### config.mk
export PLATFORM = sky130hd
export DESIGN_NAME = lfu_victim
export DESIGN_NICKNAME = d
export VERILOG_FILES = /design/src/hw/rtl/lfu_table_cache_policy_assert.svh /design/src/hw/rtl/lfu_pkg.sv /design/src/hw/rtl/lfu_victim.sv
export SDC_FILE = /design/constraint.sdc
export NUM_CORES = 1
export LEC_CHECK = 0
export BUFFER_PORTS_ARGS = -buffer_cell sky130_fd_sc_hd__buf_2
export CORE_AREA = 5 5 195 197
export DETAILED_ROUTE_END_ITERATION = 12
export DIE_AREA = 0 0 200 202
export MAX_ROUTING_LAYER = met4
export PLACE_DENSITY_LB_ADDON = 0.1
export SETUP_SLACK_MARGIN = 0.02
export SLEW_MARGIN = 20
export SYNTH_ARGS = -nofsm -noshare
export SYNTH_HDL_FRONTEND = slang
export SYNTH_SLANG_ARGS = --single-unit
### constraint.sdc
create_clock -name vclk -period 14.4
set_input_delay 1.44 -clock vclk [all_inputs]
set_output_delay 1.44 -clock vclk [all_outputs]
set_load 0.02 [all_outputs]
### src/hw/rtl/lfu_table_cache_policy_assert.svh
// Assertion macros shared by the tag cache RTL.
// Depends on nothing; files that check their own logic include it.
`ifndef LFU_TABLE_CACHE_POLICY_ASSERT_SVH
`define LFU_TABLE_CACHE_POLICY_ASSERT_SVH

// The property must hold in the same cycle as the condition.
`define LFU_ASSERT_NOW(label, clk, rst, cond, prop) \
   label: assert property (@(posedge clk) disable iff (rst) (cond) |-> (prop)) \
      else $error("tag cache check failed in the same cycle");

// The property must hold in the cycle after the condition.
`define LFU_ASSERT_NEXT(label, clk, rst, cond, prop) \
   label: assert property (@(posedge clk) disable iff (rst) (cond) |=> (prop)) \
      else $error("tag cache check failed one cycle later");

`endif

### src/hw/rtl/lfu_pkg.sv
// Types and constants of the LFU tag cache.
// Used by every module of the block; depends on nothing.
package lfu_pkg;

   localparam int SLOTS       = 16;
   localparam int SLOT_W      = (SLOTS > 1) ? $clog2(SLOTS) : 1;
   localparam int LEVELS      = (SLOTS > 1) ? $clog2(SLOTS) : 1;
   localparam int TREE_LEAVES = 1 << LEVELS;
   localparam int KEY_W       = 63;
   localparam int CNT_W       = 32;
   localparam int SLOT_OUT_W  = 4;

   localparam logic ACT_LOOKUP = 1'b0;
   localparam logic ACT_CLEAR  = 1'b1;

   typedef logic [KEY_W-1:0]  key_type;
   typedef logic [CNT_W-1:0]  cnt_type;
   typedef logic [SLOT_W-1:0] idx_type;

   localparam cnt_type CNT_LIMIT = {CNT_W{1'b1}};
   localparam cnt_type CNT_ONE   = cnt_type'(1);

   typedef struct packed {
      logic    hit;
      idx_type idx;
   } match_type;

endpackage

### src/hw/rtl/lfu_victim.sv
// Minimum tree over the use counts; ties go to the lower slot.
// Depends on lfu_pkg.
module lfu_victim (
   input  lfu_pkg::cnt_type counts [lfu_pkg::SLOTS],
   output lfu_pkg::idx_type victim
);

   localparam int NODES = 2 * lfu_pkg::TREE_LEAVES - 1;

   lfu_pkg::cnt_type node_cnt [NODES];
   lfu_pkg::idx_type node_idx [NODES];

   always_comb begin
      for (int i = 0; i < lfu_pkg::TREE_LEAVES; i++) begin
         if (i < lfu_pkg::SLOTS) begin
            node_cnt[lfu_pkg::TREE_LEAVES - 1 + i] = counts[i];
         end else begin
            node_cnt[lfu_pkg::TREE_LEAVES - 1 + i] = lfu_pkg::CNT_LIMIT;
         end
         node_idx[lfu_pkg::TREE_LEAVES - 1 + i] = lfu_pkg::idx_type'(i);
      end
      for (int n = lfu_pkg::TREE_LEAVES - 2; n >= 0; n--) begin
         if (node_cnt[2 * n + 2] < node_cnt[2 * n + 1]) begin
            node_cnt[n] = node_cnt[2 * n + 2];
            node_idx[n] = node_idx[2 * n + 2];
         end else begin
            node_cnt[n] = node_cnt[2 * n + 1];
            node_idx[n] = node_idx[2 * n + 1];
         end
      end
   end

   assign victim = node_idx[0];

endmodule

==> results by stage <==
Timing:
- The worst slew margin relative to its limit is 0.342.
- The setup violation total in the final timing report is 0.
- The total negative setup slack is 0 ns.
- Setup repair after global routing left no endpoint under its margin.
- The worst slack on hold paths is a little over 4 ns.
- The final number of max-transition violations came to 0.
- The smallest clock period supported by the final layout is computed as 13.73 ns.
- The final number of hold-violating endpoints is 0.
- The final worst-path cycle share is 0.953.
- Timing would allow up to about 0.073 GHz.
- The actual transition at the worst max-transition pin is a little under 1 ns.

Global routing:
- The initial antenna violation count is 9.
- Summed over all layers, the global routing overflow is 0.
- The first-pass GRT wire length is approximately 91 mm.
- For this run, the total global-route usage over all layers was measured as 0.285.
- The largest net degree at the start of global routing is 46.
- The number of global-route vias before repair is around 19000.

Yosys:
- The cell type contributing the most total cell area after synthesis is sky130_fd_sc_hd__ha_1.
- Of the synthesized area, sequential elements account for 0.
- The post-synthesis area per instance is 6.65 µm².
- The area share of the largest cell type after synthesis is 0.351.
- In this run the cell area of the synthesized design comes to 16400 µm².
- In the post-synthesis netlist, the biggest area contributors are sky130_fd_sc_hd__ha_1, sky130_fd_sc_hd__a21oi_1, sky130_fd_sc_hd__inv_1.
- The Yosys step of the flow raised 0 warnings.
- Counting every instance in the synthesized netlist gives 2466.
- Synthesis instantiated 71 different standard cells from the library.
- The number of nets handed over by synthesis was between 3000 and 4000.

Routing:
- The first detailed-routing pass ran for 5 iterations.
- After detailed routing, the total wire length is approximately 60 mm.
- In the final routed layout, each cell accounts on average for 18.1 µm.
- The number of vias in the routed layout is 18990.
- The number of remaining DRC errors is 0.
- Wire segments on met3 add up to roughly 3.6 mm in the final route.
- The count of nets left with antenna violations once routing finished came out at 0.
- The total routed wire length on the met1 layer is around 26 mm.
- Wire segments on met2 add up to between 30 and 40 mm in the final route.
- The highest routed metal layer is met4.
- The detailed router finished its first iteration with ~1200 violations.
- The number of vias per cell is between 5 and 6.

Worst setup path:
- STA classifies the critical path startpoint as a primary input.
- At the worst endpoint, the required time is roughly 13 ns.
- The cell with the biggest individual delay on the critical path is sky130_fd_sc_hd__o41a_2.
- The kind of end point of the critical path is an output port.
- The setup path with the least slack is of type primary input to output port.
- The dominant cell type by count on the critical path is sky130_fd_sc_hd__a21o_1.
- The critical path's largest stage delay is roughly 0.70 ns.
- The peak fanout along the critical path is 40.
- Data on the critical path arrives at its endpoint at about 12 ns.

Finish:
- Of the cells placed in the final design, the portion with a size suffix greater than 1 is 0.209.
- Across the whole layout, storage elements account for 0 µm².
- Clock buffers in the final layout number 0.
- The design has 0 sequential cells.
- Fill cells in the final layout number 3694.
- The net total in the final layout is 3895.
- The multi-input combinational cells in the finished layout cover a total of about 15000 µm².
- The post-route cell area is around 20000 µm².
- The layout overhead on the synthesized area is 19.6%.

Floorplanning:
- The initial utilization of the core area, before any placement, comes to 0.454.
- The floorplan has 70 rows.
- The number of top-level pins is 516.
- The placeable core region is roughly 36000 µm².
- From bottom edge to top edge, the die measures 202 µm.
- The die covers slightly above 40000 µm².
- The die outline width is roughly 200 µm.

Worst hold path:
- The hold-critical path depth is 7.
- The worst min-delay path endpoint is victim[0].
- The worst hold path belongs to the class primary input to output port.
- The worst min-delay path startpoint is counts[96].

Placement:
- The weighted congestion at the end of routability-driven global placement is 0.982.
- The cell area after placement is ~20000 µm².
- Port buffering added 516 buffers.
- After legalization and detailed placement, the total HPWL measured 55.0 mm.

Run:
- Across the run, the number of max-cap violations was 0.

Status:
- The run finished with clean final reports.

CTS:
- After clock tree synthesis, the flow added hold-fix buffers numbering 0.
==> stage by stage <==
step / cells / worst slack, ns / util
floorplan: 2466 / 1.59 / -
global placement: 3384 / 0.489 / 0.540
detailed placement: 3384 / 0.469 / 0.540
CTS: 3384 / 0.415 / 0.540
global route: 3398 / 0.0377 / 0.543
finish: 3398 / 0.673 / 0.543
==> critical path, delay by kind of cell <==
| family | cells | cell delay, ns |
|---|---|---|
| AOI/OAI and AO/OA | 24 | 6.21 |
| buffers and inverters | 4 | 0.69 |
| and+or+nand+nor | 8 | 1.80 |
| muxes | 2 | 0.83 |
| adders and majority gates | 4 | 1.27 |
==> placed cells by master, fill, tap and decap left out, drive strengths merged, types with 9 or more instances in the layout <==
cell,Yosys,layout
nand2b,11,11
a211oi,15,15
a221oi,14,14
buf,28,534
a21oi,371,374
and4,16,16
ha,460,460
nand2,168,168
nand4,73,73
o211ai,10,10
a21o,114,114
nor3,15,15
mux2,42,42
o22ai,9,9
nor2b,19,19
mux2i,78,78
inv,367,367
nor2,300,300
o21ai,147,147
o21a,15,15
diode,0,9
nand3,26,26
==> layer usage <==
metal,GRT usage,vias to the layer above
li1,-,9749
met1,0.340,8520
met2,0.515,619
met3,0.0203,102
met4,0.0735,0
met5,-,-
==> cells in the mapped netlist, types with 16 or more instances <==
cell type                  number
sky130_fd_sc_hd__ha_1         460
sky130_fd_sc_hd__a21oi_1      370
sky130_fd_sc_hd__inv_1        365
sky130_fd_sc_hd__nor2_1       300
sky130_fd_sc_hd__nand2_1      168
sky130_fd_sc_hd__a21o_1       114
sky130_fd_sc_hd__o21ai_0      104
sky130_fd_sc_hd__mux2i_1       77
sky130_fd_sc_hd__nand4_1       73
sky130_fd_sc_hd__clkbuf_1      56
sky130_fd_sc_hd__o21ai_1       42
sky130_fd_sc_hd__mux2_2        39
sky130_fd_sc_hd__nand3_1       26
sky130_fd_sc_hd__nor2b_1       19
sky130_fd_sc_hd__buf_2         18
sky130_fd_sc_hd__and4_1        16
==> how the worst max path moves through the flow <==
stage	start	to	slack (ns)
floorplan	counts[162]	victim[0]	1.59
global placement	counts[473]	victim[1]	0.49
detailed placement	counts[473]	victim[1]	0.47
CTS	counts[473]	victim[1]	0.41
global route	counts[409]	victim[1]	0.04
finish	counts[473]	victim[1]	0.67
==> area by class of cell <==
class,instances,share of cell area
Inverter,367,0.0703
Timing Repair Buffer,534,0.140
Tap cell,468,0.0299
Antenna cell,9,0.00115
Multi-Input combinational cell,2020,0.759
==> timing repair <==
item	CTS	global route
buffers inserted	0	0
setup endpoints to repair	0	4
resized for setup	0	5
==> logic make-up after synthesis <==
group	count (synthesis)	share of synthesized area
AO/OA/AOI/OAI	774	0.285
AND/OR/NAND/NOR	661	0.182
adder cells (fa/ha/maj)	460	0.351
buffers and inverters	451	0.105
multiplexers	120	0.0773
