==> config.mk <==
export PLATFORM = sky130hd
export DESIGN_NAME = lfu_match
export DESIGN_NICKNAME = d
export VERILOG_FILES = /design/src/hw/rtl/lfu_table_cache_policy_assert.svh /design/src/hw/rtl/lfu_pkg.sv /design/src/hw/rtl/lfu_match.sv
export SDC_FILE = /design/constraint.sdc
export NUM_CORES = 1
export LEC_CHECK = 0
export BUFFER_PORTS_ARGS = -buffer_cell sky130_fd_sc_hd__buf_2
export CAP_MARGIN = 30
export CORE_AREA = 2 2 423 425
export DETAILED_ROUTE_END_ITERATION = 6
export DIE_AREA = 0 0 425 427
export PLACE_DENSITY = 0.3
export SYNTH_ARGS = -nofsm -noshare
export SYNTH_HDL_FRONTEND = slang
export SYNTH_SLANG_ARGS = --single-unit
==> constraint.sdc <==
create_clock -name vclk -period 2.28
set_input_delay 0.114 -clock vclk [all_inputs]
set_output_delay 0.114 -clock vclk [all_outputs]
set_load 0.01 [all_outputs]
==> src/hw/rtl/lfu_table_cache_policy_assert.svh <==
// Assertion macros shared by the tag cache RTL.
// Depends on nothing; files that check their own logic include it.
`ifndef LFU_TABLE_CACHE_POLICY_ASSERT_SVH
`define LFU_TABLE_CACHE_POLICY_ASSERT_SVH

// The property must hold in the same cycle as the condition.
`define LFU_ASSERT_NOW(label, clk, rst, cond, prop) \
   label: assert property (@(posedge clk) disable iff (rst) (cond) |-> (prop)) \
      else $error("tag cache check failed in the same cycle");

// The property must hold in the cycle after the condition.
`define LFU_ASSERT_NEXT(label, clk, rst, cond, prop) \
   label: assert property (@(posedge clk) disable iff (rst) (cond) |=> (prop)) \
      else $error("tag cache check failed one cycle later");

`endif

==> src/hw/rtl/lfu_pkg.sv <==
// Types and constants of the LFU tag cache.
// Used by every module of the block; depends on nothing.
package lfu_pkg;

   localparam int SLOTS       = 16;
   localparam int SLOT_W      = (SLOTS > 1) ? $clog2(SLOTS) : 1;
   localparam int LEVELS      = (SLOTS > 1) ? $clog2(SLOTS) : 1;
   localparam int TREE_LEAVES = 1 << LEVELS;
   localparam int KEY_W       = 63;
   localparam int CNT_W       = 32;
   localparam int SLOT_OUT_W  = 4;

   localparam logic ACT_LOOKUP = 1'b0;
   localparam logic ACT_CLEAR  = 1'b1;

   typedef logic [KEY_W-1:0]  key_type;
   typedef logic [CNT_W-1:0]  cnt_type;
   typedef logic [SLOT_W-1:0] idx_type;

   localparam cnt_type CNT_LIMIT = {CNT_W{1'b1}};
   localparam cnt_type CNT_ONE   = cnt_type'(1);

   typedef struct packed {
      logic    hit;
      idx_type idx;
   } match_type;

endpackage

==> src/hw/rtl/lfu_match.sv <==
// Tag comparators with a priority pick of the lowest matching slot.
// Depends on lfu_pkg.
module lfu_match (
   input  lfu_pkg::key_type   key,
   input  lfu_pkg::key_type   tags [lfu_pkg::SLOTS],
   output lfu_pkg::match_type match
);

   always_comb begin
      match.hit = 1'b0;
      match.idx = '0;
      for (int i = lfu_pkg::SLOTS - 1; i >= 0; i--) begin
         if (tags[i] == key) begin
            match.hit = 1'b1;
            match.idx = lfu_pkg::idx_type'(i);
         end
      end
   end

endmodule

==> out/results.md, run 1 <==
| Group | Result | This run |
| --- | --- | --- |
| layout | Layout cell share with drive strength beyond 1 | 58.79% |
| run status | Violated checks | setup timing |
| pwr | Switching power of the nets | 3.173 mW |
| sta | Transition time at the pin with the least slew margin | 0.6452 ns |
| grt | Maximum number of pins on one net before global-route repair | 12 |
| critical path | Crit path max-delay cell type | sky130_fd_sc_hd__nor4_2 |
| pwr | Power density over the cells | 219.1 mW/mm^2 |
| sta | Setup violators final | 5 |
| layout | Total number of nets in the final design | 4060 |
| layout | Layout Utilization | 15.17% |
| worst hold path | Worst hold-check path type | input port to output pin |
| grt | First-pass GRT wire length | 220.1 mm |
| layout | Number of clock-tree buffers in the layout | 0 |
| placement | Total half-perimeter wirelength after legalization and detailed placement | 164.3 mm |
| synth | Sequential-to-total area share from yosys stat | 0% |
| detailed routing | Via count | 18400 |
| placement | Post-placement cell area | 0.02430 mm^2 |
| synth | Arithmetic-cell share of the synthesized area counting full adders, half adders and majority gates | 0% |
| sta | RSZ-0062 raised after global routing | true |
| placement | Placed cell count | 5259 |
| sta | Max_slew headroom | 56.68% |
| sta | Share of the cycle needed by the critical path after routing | 130.2% |
| die | Placeable Area | 0.1773 mm^2 |
| grt | Remaining Overflow, GRT | 0 |
| layout | Final sequential cell count | 0 |
| synth | Count of different cell masters after synthesis | 23 |
| pwr | Leakage dissipation | 11.39 nW |
| synth | Mux cell area share after synthesis | 0% |
| job | Max-cap check violation count | 0 |
| placement | Port buffer count | 1076 |
| synth | Mapped Nets | 2573 |
| pwr | Worst IR drop on VDD | 86.12 uV |
| critical path | Max incr delay on CP | 0.44 ns |
| critical path | Critical path data required time | 2.17 ns |
| pwr | Clk pwr share | 0% |
| layout | Area added between synthesis and finish | 125.2% |
| synth | Synthesized-area fraction occupied by and/or/nand/nor cells | 18.48% |
| synth | Gate count after technology mapping | 1502 |
| layout | Final instance area | 0.02689 mm^2 |
| critical path | Critical path launch point type | input port |
| die | Full die area | 0.1815 mm^2 |
| detailed routing | Antenna Violating Nets Remaining | 0 |
| die | I/O pin count | 1076 |
| synth | Warning count from the yosys run | 0 |
| layout | Area occupied by registers | 0 um^2 |
| critical path | Worst endpoint data arrival time | 2.85 ns |
| die | Width of the chip | 425 um |
| pwr | Logic pwr share | 100.0% |
| pwr | Total Power | 5.891 mW |
| sta | Hold Slack | 1.227 ns |
| synth | Synth Area in Compound Gates | 0.5554% |
| critical path | Crit path max fanout | 5 |
| placement | Final GP Congestion | 0.9161 |
| synth | Mapped Area | 0.01194 mm^2 |
| grt | Number of antenna violations at the first check in global routing | 68 |
| die | Row Count | 155 |
| detailed routing | Number of vias per cell | 3.429 |
| detailed routing | Wire length per cell | 34.32 um |
| grt | Vias in the first global route | 19240 |
| synth | Average footprint of a synthesized cell | 7.949 um^2 |
| synth | Xor-xnor portion of the synthesized cell area | 73.95% |
| sta | Pins over their slew limit | 0 |
| grt | Gr usage total | 19.23% |
| pwr | Switching fraction of total power | 53.87% |
| die | Height of the die | 427 um |
| critical path | Capturing element type of the critical path | output pin |
| die | Effective utilization at floorplan | 6.735% |
| detailed routing | Total length of routed wires | 184.2 mm |
| run status | Result of the run | complete, but fails checks |
| pwr | Internal power contribution | 2.717 mW |
| detailed routing | Total DRC errors in the routed layout | 0 |
| detailed routing | Number of DRC markers in iteration 0 | 1460 |
| sta | Number of hold-slack violations in the final timing report | 0 |
| pwr | Part of the total power dissipated in sequential elements | 0% |
| critical path | Critical path, cell by cell | buf_2 > buf_4 > buf_4 > xnor2_1 > nand4_1 > nor4_2 > buf_4 > nand4_1 > buf_4 > a21oi_1 > o22ai_4 > buf_2 |
| sta | Worst-case setup margin in the final layout | -0.6887 ns |
| detailed routing | Detailed Routing Iterations Pass 1 | 5 |
| sta | Post-layout min period | 2.969 ns |
| worst hold path | Hold Path Stages | 9 |
| critical path | Worst Setup Path Type | input port to output pin |
| synth | Main combinational cell family by area after synthesis | XOR/XNOR gates |
| layout | Final cell count without fillers | 5367 |
| critical path | Dominant cell type by count on the critical path | sky130_fd_sc_hd__buf_4 |
| sta | Maximum clock frequency | 0.3368 GHz |
[Yosys cell counts]
| library cell | number | area (um^2) |
|---|---|---|
| sky130_fd_sc_hd__a21oi_1 | 2 | 10.01 |
| sky130_fd_sc_hd__a31oi_1 | 2 | 12.51 |
| sky130_fd_sc_hd__and2_1 | 2 | 12.51 |
| sky130_fd_sc_hd__and4_1 | 1 | 8.760 |
| sky130_fd_sc_hd__buf_2 | 73 | 365.4 |
| sky130_fd_sc_hd__buf_4 | 34 | 255.2 |
| sky130_fd_sc_hd__buf_6 | 19 | 214.0 |
| sky130_fd_sc_hd__inv_1 | 1 | 3.750 |
| sky130_fd_sc_hd__nand2_1 | 6 | 22.52 |
| sky130_fd_sc_hd__nand2b_1 | 3 | 18.77 |
| sky130_fd_sc_hd__nand3_1 | 9 | 45.04 |
| sky130_fd_sc_hd__nand4_1 | 174 | 1089 |
| sky130_fd_sc_hd__nor2_1 | 5 | 18.77 |
| sky130_fd_sc_hd__nor3_1 | 8 | 40.04 |
| sky130_fd_sc_hd__nor4_1 | 147 | 919.6 |
| sky130_fd_sc_hd__nor4_2 | 2 | 25.02 |
| sky130_fd_sc_hd__o21ai_2 | 1 | 8.760 |
| sky130_fd_sc_hd__o21ba_1 | 2 | 20.02 |
| sky130_fd_sc_hd__o22ai_1 | 1 | 6.260 |
| sky130_fd_sc_hd__o311ai_1 | 1 | 8.760 |
| sky130_fd_sc_hd__or2_2 | 1 | 6.260 |
| sky130_fd_sc_hd__xnor2_1 | 567 | 4966 |
| sky130_fd_sc_hd__xor2_1 | 441 | 3862 |
[through the flow]
stage	setup WS [ns]	setup TNS [ns]
6_report	-0.6887	-3.288
5_1_grt	-0.7761	-3.598
4_1_cts	-0.7780	-3.734
3_5_place_dp	-1.495	-7.100
3_3_place_gp	-1.933	-8.862
2_1_floorplan	0.3211	0
[cells in the final DEF (no fill, tap or decap), drive strengths merged, types with 2 or more instances in the layout]
cell / instances
xor2: 441
nand4: 174
nor3: 8
o21ba: 2
nand3: 9
nand2: 6
a21oi: 2
a31oi: 2
diode: 25
nand2b: 3
buf: 1610
nor2: 5
nor4: 149
and2: 2
xnor2: 567
[worst paths after layout]
check                  from  endpoint  slack, ns
setup / recovery    key[51]  match[0]      -0.69
hold / removal    tags[561]  match[2]       1.23
[critical path, delay by kind of cell]
kind,cells,cell delay [ns]
and+or+nand+nor,3,0.87
xor gates and xnor gates,1,0.40
buffers and inverters,6,1.05
AOI/OAI and AO/OA,2,0.41
[cells by family after synthesis]
logic type | after synthesis
AO/OA/AOI/OAI | 9
buffers and inverters | 127
AND/OR/NAND/NOR | 358
XOR/XNOR | 1008
[power by group through the flow]
| stage | sequential, mW | combinational [mW] | clock [mW] |
|---|---|---|---|
| floorplan | 0 | 1.93 | 0 |
| global placement | 0 | 5.49 | 0 |
| detailed placement | 0 | 5.45 | 0 |
| CTS | 0 | 5.86 | 0 |
| global route | 0 | 6.18 | 0.000000532 |
| finish | 0 | 5.89 | 0.00000137 |
[repair_timing]
action | CTS | global route
pin swaps | 83 | 43
endpoints found under the setup margin | 5 | 5
gates resized for setup | 232 | 61
setup buffers | 61 | 28
hold buffers | 0 | 0
[cell type report]
cell class / instances / area, um^2
Tap cell: 2355 / 2947
Multi-Input combinational cell: 1375 / 12440
Inverter: 1 / 3.754
Timing Repair Buffer: 1611 / 11440
Antenna cell: 25 / 62.56
Fill cell: 20650 / 150400
[routing by layer]
| layer | part of all wire (%) | track usage (%) |
|---|---|---|
| met5 | 0.050 | 0 |
| met4 | 2.4 | 3.741 |
| met3 | 5.7 | 2.520 |
| met2 | 52 | 35.76 |
| met1 | 40 | 23.42 |
(Power assumes the default switching activity.)
==> run 2, diff against run 1 <==
--- a/config.mk
+++ b/config.mk
@@ -11,6 +11,7 @@
 export DETAILED_ROUTE_END_ITERATION = 6
 export DIE_AREA = 0 0 425 427
 export PLACE_DENSITY = 0.3
+export SKIP_LAST_GASP = 1
 export SYNTH_ARGS = -nofsm -noshare
 export SYNTH_HDL_FRONTEND = slang
 export SYNTH_SLANG_ARGS = --single-unit
==> constraint.sdc (replaced) <==
create_clock -name vclk -period 3.1
set_input_delay 0.155 -clock vclk [all_inputs]
set_output_delay 0.155 -clock vclk [all_outputs]
set_load 0.01 [all_outputs]
==> run 2 against run 1 <==
  * The run still ends with setup timing left
  * Routed wire length down 2.1%
  * Count of clock-buffer cells in the layout unchanged
  * First-iteration DRC count about the same
  * Highest routed layer unchanged
  * Worst setup slack better by 0.68 ns
  * Critical path type unchanged
  * Sequential share of layout area unchanged
  * Global-route usage down 0.39 points
  * Power down 31%
  * Critical path depth up 3
  * Hold slack better by 0.048 ns
  * Utilization down 1.1 points
  * Via count down 2.6%
  * Critical endpoint is now match[1]
==> out/results.md, run 2 (synthesis results as in run 1) <==
| Group | Result | This run |
| --- | --- | --- |
| worst hold path | Worst hold-check path type | input port to output pin |
| detailed routing | Total DRC errors in the routed layout | 0 |
| pwr | Power density over the cells | 161.6 mW/mm^2 |
| layout | Fill cell instance count of the final layout | 20710 |
| layout | Final cell count without fillers | 5215 |
| die | Height of the die | 427 um |
| die | I/O pin count | 1076 |
| placement | Total half-perimeter wirelength after legalization and detailed placement | 157.3 mm |
| sta | Worst-case setup margin in the final layout | -0.01222 ns |
| layout | Total number of nets in the final design | 3906 |
| critical path | Critical path data required time | 2.94 ns |
| pwr | Switching fraction of total power | 55.52% |
| layout | Number of clock-tree buffers in the layout | 0 |
| sta | Maximum clock frequency | 0.3213 GHz |
| detailed routing | Number of DRC markers in iteration 0 | 1459 |
| pwr | Worst IR drop on VDD | 85.81 uV |
| placement | Post-place setup slack | -0.7570 ns |
| pwr | Switching power of the nets | 2.242 mW |
| layout | Area added between synthesis and finish | 109.4% |
| grt | First-pass GRT wire length | 215.3 mm |
| critical path | Worst Setup Path Type | input port to output pin |
| pwr | Clk pwr share | 0% |
| worst hold path | End point of the most critical hold path | match[2] |
| placement | Final GP Congestion | 0.8899 |
| layout | Final instance area | 0.02500 mm^2 |
| pwr | Logic pwr share | 100.0% |
| pwr | Part of the total power dissipated in sequential elements | 0% |
| layout | Most common cell after layout, fill and taps aside | sky130_fd_sc_hd__buf_2 |
| sta | Share of the cycle needed by the critical path after routing | 100.4% |
| layout | Commonest cells after routing, fill and taps aside | sky130_fd_sc_hd__buf_2, sky130_fd_sc_hd__xnor2_1, sky130_fd_sc_hd__xor2_1 |
| placement | Post-placement cell area | 0.02244 mm^2 |
| sta | Transition time at the pin with the least slew margin | 0.7120 ns |
| run status | Violated checks | setup timing |
| pwr | Total Power | 4.038 mW |
| sta | Setup tns final | -0.01222 ns |
| detailed routing | Antenna Violating Nets Remaining | 0 |
| job | Max-cap check violation count | 0 |
| placement | Port buffer count | 1076 |
| worst hold path | Hold Path Stages | 9 |
| detailed routing | Wire length per cell | 34.57 um |
| sta | Setup violators final | 1 |
| critical path | Capturing element type of the critical path | output pin |
| layout | Multi-input combinational cell area | 0.01209 mm^2 |
| sta | Max_slew headroom | 52.39% |
| run status | Result of the run | complete, but fails checks |
| pwr | Internal power contribution | 1.796 mW |
| die | Placeable Area | 0.1773 mm^2 |
| sta | Pins over their slew limit | 0 |
| critical path | Worst endpoint data arrival time | 2.96 ns |
| sta | RSZ-0062 raised after global routing | true |
| grt | Gr usage total | 18.84% |
| pwr | Leakage dissipation | 10.38 nW |
| grt | Remaining Overflow, GRT | 0 |
| grt | Maximum number of pins on one net before global-route repair | 17 |
| die | Row Count | 155 |
| sta | Hold Slack | 1.274 ns |
| detailed routing | Detailed Routing Iterations Pass 1 | 7 |
| layout | Layout Utilization | 14.10% |
| grt | Vias in the first global route | 18400 |
| layout | Area occupied by registers | 0 um^2 |
| die | Full die area | 0.1815 mm^2 |
| detailed routing | Via count | 17930 |
| grt | Number of antenna violations at the first check in global routing | 68 |
| placement | Placed cell count | 5087 |
| layout | Layout cell share with drive strength beyond 1 | 55.24% |
| die | Width of the chip | 425 um |
| detailed routing | Number of vias per cell | 3.438 |
| detailed routing | Total length of routed wires | 180.3 mm |
| critical path | Crit path max fanout | 8 |
| clocking | # hold bufs at CTS | 0 |
| sta | Number of hold-slack violations in the final timing report | 0 |
| worst hold path | Hold Path Origin | tags[561] |
| critical path | Critical path launch point type | input port |
| sta | Post-layout min period | 3.112 ns |
| die | Effective utilization at floorplan | 6.735% |
| layout | Final sequential cell count | 0 |
| critical path | CP Launch Point | key[19] |
==> run 2: power by group through the flow <==
stage / combinational [mW] / sequential (mW) / clock, mW
after CTS: 4.02 / 0 / 0
after global placement: 3.70 / 0 / 0
after floorplan: 1.42 / 0 / 0
after global routing: 4.23 / 0 / 0.000000616
after detailed placement: 3.69 / 0 / 0
final: 4.04 / 0 / 0.00000118
==> run 2: what timing repair did <==
action / 4_1_cts / 5_1_grt
hold endpoints to repair: 0 / 0
pin swaps: 63 / 41
cloned: 0 / 0
gates resized for setup: 227 / 59
buffers inserted: 86 / 20
endpoints found under the setup margin: 5 / 5
==> run 2: layer usage <==
metal / wire length, um / global-route usage (%) / part of all wire (%)
met1: 70680 / 22.85 / 39
met5: 224 / 0 / 0.12
met4: 4378 / 3.363 / 2.4
met3: 10070 / 2.068 / 5.6
met2: 94930 / 35.59 / 53
==> run 2: how the worst max path moves through the flow <==
stage	to	slack (ns)
CTS	match[0]	-0.08
detailed placement	match[2]	-0.76
global route	match[1]	-0.05
floorplan	match[0]	1.06
finish	match[1]	-0.01
global placement	match[0]	-1.25
==> run 2: worst max-delay path, stage by stage <==
cell and delay [ns]:
sky130_fd_sc_hd__buf_6 0.22, sky130_fd_sc_hd__buf_16 0.18, sky130_fd_sc_hd__buf_4 0.17, sky130_fd_sc_hd__buf_4 0.25
sky130_fd_sc_hd__xnor2_1 0.15, sky130_fd_sc_hd__nand4_1 0.17, sky130_fd_sc_hd__nor4_1 0.54, sky130_fd_sc_hd__buf_4 0.21
sky130_fd_sc_hd__nand4_1 0.08, sky130_fd_sc_hd__buf_4 0.18, sky130_fd_sc_hd__nand2_1 0.10, sky130_fd_sc_hd__nand2_1 0.06
sky130_fd_sc_hd__a31oi_1 0.20, sky130_fd_sc_hd__nor2_1 0.10, sky130_fd_sc_hd__buf_2 0.15
==> run 2: cell type report <==
cell class	count	area share, %
timing repair buffer	1457	39.56
tap	2355	11.79
antenna	27	0.2703
multi-input combinational	1375	48.36
inverter	1	0.01502
